File: src/igli_pkg.sv
`timescale 1ns / 1ps
`default_nettype none
package igli_pkg;
    localparam int CMD_W   = 3;
    localparam int PIDX_W  = 6;
    localparam int SIDX_W  = 3;
    localparam int VAL_W   = 32;
    localparam int RAD_W   = 16;
    localparam int FRAC_W  = 16;
    localparam int CFG_IDX_W = 1;
    localparam int CFG_DATA_W = 7;

    typedef enum logic [CMD_W-1:0] {
        CMD_LOAD_GRID = 3'd0,
        CMD_LOAD_TEMP = 3'd1,
        CMD_LOAD_DENS = 3'd2,
        CMD_EVAL_ONE  = 3'd3,
        CMD_EVAL_ALL  = 3'd4
    } cmd_t;

    typedef enum logic [CFG_IDX_W-1:0] {
        REG_POINTS  = 1'd0,
        REG_SPECIES = 1'd1
    } reg_idx_t;

    typedef struct packed {
        logic [CMD_W-1:0]  command;
        logic [PIDX_W-1:0] point_index;
        logic [SIDX_W-1:0] species_index;
        logic [VAL_W-1:0]  load_value;
        logic [RAD_W-1:0]  query_radius;
    } in_item_t;

    typedef struct packed {
        logic [SIDX_W-1:0] out_species;
        logic [VAL_W-1:0]  density;
        logic [VAL_W-1:0]  temperature;
        logic              last;
    } out_item_t;

    typedef struct packed {
        logic              start;
        logic [RAD_W-1:0]  num;
        logic [RAD_W-1:0]  den;
    } div_req_t;
endpackage
`default_nettype wire

File: src/igli_div.sv
`timescale 1ns / 1ps
`default_nettype none
// Restoring divider: (num << 16) / den, one quotient bit per cycle.
module igli_div
    import igli_pkg::*;
(
    input  wire logic             clk,
    input  wire logic             rst_n,
    input  wire div_req_t         req,
    output logic                  done,
    output logic [FRAC_W-1:0]     quot
);
    localparam int CNT_W = $clog2(FRAC_W + 1);
    logic [RAD_W:0]        rem_reg, rem_next;
    logic [RAD_W-1:0]      den_reg, den_next;
    logic [FRAC_W-1:0]     q_reg, q_next;
    logic [CNT_W-1:0]      cnt_reg, cnt_next;
    logic                  busy_reg, busy_next;
    logic [RAD_W+1:0]      trial;

    always_comb
    begin
        rem_next  = rem_reg;
        den_next  = den_reg;
        q_next    = q_reg;
        cnt_next  = cnt_reg;
        busy_next = busy_reg;
        trial     = {rem_reg, 1'b0} - {2'b00, den_reg};
        if (req.start)
        begin
            rem_next  = {1'b0, req.num};
            den_next  = req.den;
            q_next    = '0;
            cnt_next  = CNT_W'(FRAC_W);
            busy_next = 1'b1;
        end
        else if (busy_reg)
        begin
            if (!trial[RAD_W+1])
            begin
                rem_next = trial[RAD_W:0];
                q_next   = {q_reg[FRAC_W-2:0], 1'b1};
            end
            else
            begin
                rem_next = {rem_reg[RAD_W-1:0], 1'b0};
                q_next   = {q_reg[FRAC_W-2:0], 1'b0};
            end
            cnt_next = cnt_reg - 1'b1;
            if (cnt_reg == CNT_W'(1))
                busy_next = 1'b0;
        end
    end

    always_ff @(posedge clk or negedge rst_n)
    begin
        if (!rst_n)
        begin
            busy_reg <= 1'b0;
            cnt_reg  <= '0;
        end
        else
        begin
            busy_reg <= busy_next;
            cnt_reg  <= cnt_next;
        end
    end

    always_ff @(posedge clk)
    begin
        rem_reg <= rem_next;
        den_reg <= den_next;
        q_reg   <= q_next;
    end

    assign done = busy_reg && (cnt_reg == CNT_W'(1));
    assign quot = q_next;
endmodule
`default_nettype wire

File: config.mk
export PLATFORM = sky130hd
export DESIGN_NAME = igli_div
export DESIGN_NICKNAME = d
export VERILOG_FILES = /design/src/igli_pkg.sv /design/src/igli_div.sv
export SDC_FILE = /design/constraint.sdc
export NUM_CORES = 1
export LEC_CHECK = 0
export BUFFER_PORTS_ARGS = -buffer_cell sky130_fd_sc_hd__buf_4
export CAP_MARGIN = 5
export CORE_UTILIZATION = 50
export CTS_CLUSTER_DIAMETER = 80
export DETAILED_ROUTE_END_ITERATION = 16
export GPL_ROUTABILITY_DRIVEN = 1
export GPL_TIMING_DRIVEN = 0
export PLACE_DENSITY_LB_ADDON = 0.15
export SYNTH_ARGS = -nofsm -noshare
export SYNTH_HDL_FRONTEND = slang
export SYNTH_SLANG_ARGS = --single-unit
export TNS_END_PERCENT = 50
File: constraint.sdc
create_clock -name clk -period 3.75 [get_ports clk]
set_input_delay 0.75 -clock clk [delete_from_list [all_inputs] [get_ports clk]]
set_output_delay 0.75 -clock clk [all_outputs]
set_load 0.02 [all_outputs]
; ---- Word level (Yosys, flattened, before mapping)
; Cells that the tools add are included.
; W data, S select, Z words.
[classes]
addsub = 2
n_mux = 11
eq_ne = 1
n_reduce_logical = 2
[op_table]
columns = cell, n
row1 = $mux W16, 4
row2 = $sub A18 B16 Y18, 1
row3 = $mux W17, 1
row4 = $mux W5, 2
row5 = $eq A5 B1 Y1 const B, 1
row6 = $sub A5 B1 Y5 const B, 1
row7 = $mux W1, 4
row8 = $reduce_bool A2 Y1, 1
row9 = $logic_and A1 B1 Y1, 1
[totals]
output_inout_bits = 17
register_bits = 55

; ---- Longest topological paths before layout
[depth]
depth_word = 4
depth_mapped = 11

; ---- Worst setup path after synthesis
; Ideal clock, no wire load.
[synth_path]
path_kind = register to output
start = reg rem_reg[13]
end = out quot[0]
slack_ns = 0.720
arrival_ns = 2.280
t_required_ns = 3.000
stages_incl_launch_ff = 11
path_cell_list = edfxtp_1 ha_1 buf_6 a21o_1 a211o_1 or3_4 o31ai_4 nor2_2 buf_6 nand2_1 a21oi_1
[synth_between]
elab_chain_cells = 4
[synth_lines]
columns = element, line_no
row1 = start: declaration, igli_div.sv:14  ; logic [RAD_W:0] rem_reg, rem_next;
row2 = start signal: assignment, igli_div.sv:71  ; rem_reg <= rem_next;
row3 = $sub A18 B16 Y18, igli_div.sv:28  ; trial = {rem_reg, 1'b0} - {2'b00, den_reg};
row4 = $mux W1, igli_div.sv:39  ; if (!trial[RAD_W+1])
row5 = $mux W16, igli_div.sv:37  ; else if (busy_reg)
row6 = $mux W16, igli_div.sv:29  ; if (req.start)
row7 = end: declaration, igli_div.sv:11  ; output logic [FRAC_W-1:0] quot
; No other way between the ends.

; ---- Worst setup path after layout
; Same ends and word-level chain as after synthesis.

==> flow_summary.json <==
{
  "status": "completed",
  "synth_common_cells": "nor2_1, edfxtp_1, nand2_1, inv_1, mux2i_1",
  "port_buffers": 51,
  "rsz0062_at_grt": "no",
  "async_reset_ff_frac": 0.109,
  "grt_usage": 0.223,
  "start_kind": "flop",
  "cts_tree": "yes",
  "place_hpwl_um": 5190,
  "ys_ff_latch": 55,
  "synth_xor_xnor_area_share": 0.0445,
  "largest_reg_flops": 17,
  "crit_fanout": 10,
  "clk_pin_slew_ns": 0.10,
  "grt_overflow": 0,
  "core_area_sq_um": 5990,
  "ant_nets": 0,
  "period_needed_ns": 3.64,
  "ir_drop_mv": 0.370,
  "netlist-cell-type-count": 52,
  "firstDrtPassIters": 4,
  "grt_max_degree": 18,
  "required_ns": 3.00,
  "wl_per_cell_um": 15.2,
  "end_kind": "output pin",
  "arrival_ns": 2.89,
  "diodes": 0,
  "synthesis.nets": 368,
  "leakage_nw": 1.72,
  "synth_edf_count": 32,
  "synth-main-ff-cell": "edfxtp_1",
  "cts_inserted_buffers": 5,
  "drc_errors": 0,
  "synthTopCellsByArea": "edfxtp_1, dfxtp_1, mux2i_1",
  "cp_num_buf_inv": 3,
  "synth_compound_area_frac": 0.162,
  "synth_top_family_by_area": "compound AO/OA/AOI/OAI gates",
  "crit_type": "reg2out",
  "dieArea_sq_um": 6630,
  "drt_iter0_markers": 129,
  "syn_area_sq_um": 3150,
  "final_cells": 449,
  "postCtsSetupRepairBufs": 0,
  "synth_top_area_frac": 0.305,
  "syn_inst": 315,
  "setup_viol": 0,
  "cpLargestDelayFamily": "compound AO/OA/AOI/OAI gates",
  "routed_wl_um": 6840,
  "timing.fmax_mhz": 274,
  "syn_area_per_cell_sq_um": 10.0,
  "synth_warnings": 0,
  "nets": 426,
  "dp_cells": 441,
  "clk_path_buf_depth": 2,
  "grt_pass1_vias": 2409,
  "tightest_slew_ns": 0.801,
  "hold_buffers": 0,
  "synthMuxAreaShare": 0.0794,
  "critPathMaxStageDelay_ns": 0.42,
  "crit_chain": "ha_1 > buf_6 > a21o_1 > a211o_1 > or3_4 > o31ai_4 > nor2_2 > buf_6 > nand2_1 > a21oi_1 > buf_4",
  "ys_seq_area_frac": 0.461,
  "period_share": 0.972,
  "dieWidth_um": 81.4,
  "antenna_found_initial": 0,
  "drt-vias-per-instance": 5.56,
  "clockRootBuffer": "clkbuf_8",
  "rows": 28,
  "vias": 2495,
  "start_util": 0.526,
  "fin_worst_skew_ns": 0.00536,
  "crit_top_cell": "buf_6",
  "htree_num_levels": 2,
  "synth_fa_ha_area_frac": 0.0738,
  "fp.dieH_um": 81.4,
  "final-hold-violation-count": 0,
  "clock-sinks": 55,
  "drive_gt1_frac": 0.193,
  "maxSlewHeadroom": 0.465,
  "slew_violations": 0,
  "synth.largest_area_cell": "edfxtp_1",
  "yosysMostFrequentCell": "nor2_1",
  "min_path_type": "in2async",
  "worstSkewPairLatency_ns": 0.30,
  "powerDensity_nw_per_um2": 738,
  "grt_pass1_wl_um": 11100,
  "crit_slowest_cell": "edfxtp_1",
  "gp_congestion": 0.882,
  "power_w": 0.00275,
  "yosys.area_share.simple": 0.126,
  "io_pins": 52,
  "drv_cap": 0,
  "cts_repair_resize_count": 0,
  "syn_to_final_growth_pct": 18.1,
  "fin_tns_setup_ns": 0
}
-- per-layer routing --
layer / GRT usage / vias to the layer above / part of all wire
met5: 0 / - / 0
met4: 0.0786 / 0 / 0.017
met3: 0.0404 / 11 / 0.042
met2: 0.353 / 63 / 0.47
met1: 0.304 / 1187 / 0.47
li1: - / 1234 / -
-- report_power, final --
group / internal (W) / leakage (nW) / switching, W
sequential: 0.000811 / 0.536 / 0.0000873
combinational: 0.000678 / 1.14 / 0.000835
clock: 0.000148 / 0.0492 / 0.000186
total: 0.00164 / 1.72 / 0.00111
-- cell usage in the layout (no fill, tap or decap), types with 2 or more instances in the layout --
master	instances
a211o_1	2
a211oi_1	3
a21o_1	5
a21oi_1	20
a31oi_1	2
buf_4	51
buf_6	3
clkbuf_1	9
clkbuf_8	6
dfrtp_1	6
dfxtp_1	17
edfxtp_1	32
ha_1	17
inv_1	27
mux2i_1	25
nand2_1	32
nand2b_1	2
nand4_1	4
nor2_1	36
nor3_1	3
o211ai_1	5
o21a_1	3
o21ai_0	9
o21ai_1	8
o311ai_1	2
xnor2_1	13
xor2_1	3
-- final timing paths --
check	slack, ns	cells after the start	startpoint	to
max in group asynchronous	3.40	1	rst_n	busy_reg$_DFF_PN0_
worst min register to register	0.50	2	q_reg[0]$_DFF_P_	q_reg[0]$_DFF_P_
worst max-delay path	0.11	11	rem_reg[13]$_DFFE_PP_	quot[0]
worst min-delay path	0.23	1	rst_n	cnt_reg[1]$_DFFE_PN0P_
min in group clk	0.50	2	q_reg[0]$_DFF_P_	q_reg[0]$_DFF_P_
worst max register to register	0.93	10	rem_reg[13]$_DFFE_PP_	rem_reg[10]$_DFFE_PP_
-- through the flow --
stage	setup slack [ns]	area, sq um	utilization	hold slack (ns)
3_5_place_dp	0.462	3630	0.606	0.487
2_1_floorplan	0.720	3150	-	0.454
4_1_cts	0.103	3720	0.621	0.224
5_1_grt	0.0197	3720	0.621	0.215
6_report	0.106	3720	0.621	0.235
3_3_place_gp	0.470	3630	0.606	0.487
-- worst reg2reg max path, delay by kind of cell (launching register included) --
family | cells | cell delay, ns
AO/OA/AOI/OAI | 4 | 0.81
adder cells (fa/ha/maj) | 1 | 0.32
buffers and inverters | 2 | 0.30
flip-flops | 1 | 0.42
multiplexers | 1 | 0.20
AND/OR/NAND/NOR | 2 | 0.48
-- kinds of logic (layout without fill, tap and decap cells) --
kind of cell    Yosys count  count (layout)
xor+xnor                 16              16
flops                    55              55
simple gates             89              89
compound gates           73              73
buf+inv                  39              98
mux                      25              25
fa+ha+maj                18              18
-- area by class of cell --
| type | count | area, sq um |
|---|---|---|
| fill | 529 | 2270 |
| multi-input combinational | 221 | 1530 |
| sequential | 55 | 1450 |
| timing repair buffer | 51 | 383 |
| inverter | 27 | 101 |
| tap | 75 | 93.8 |
| clock buffer | 6 | 82.6 |
| buffer | 12 | 67.6 |
| clock inverter | 2 | 10.0 |
No activity file was read; power rests on OpenSTA's default activity.
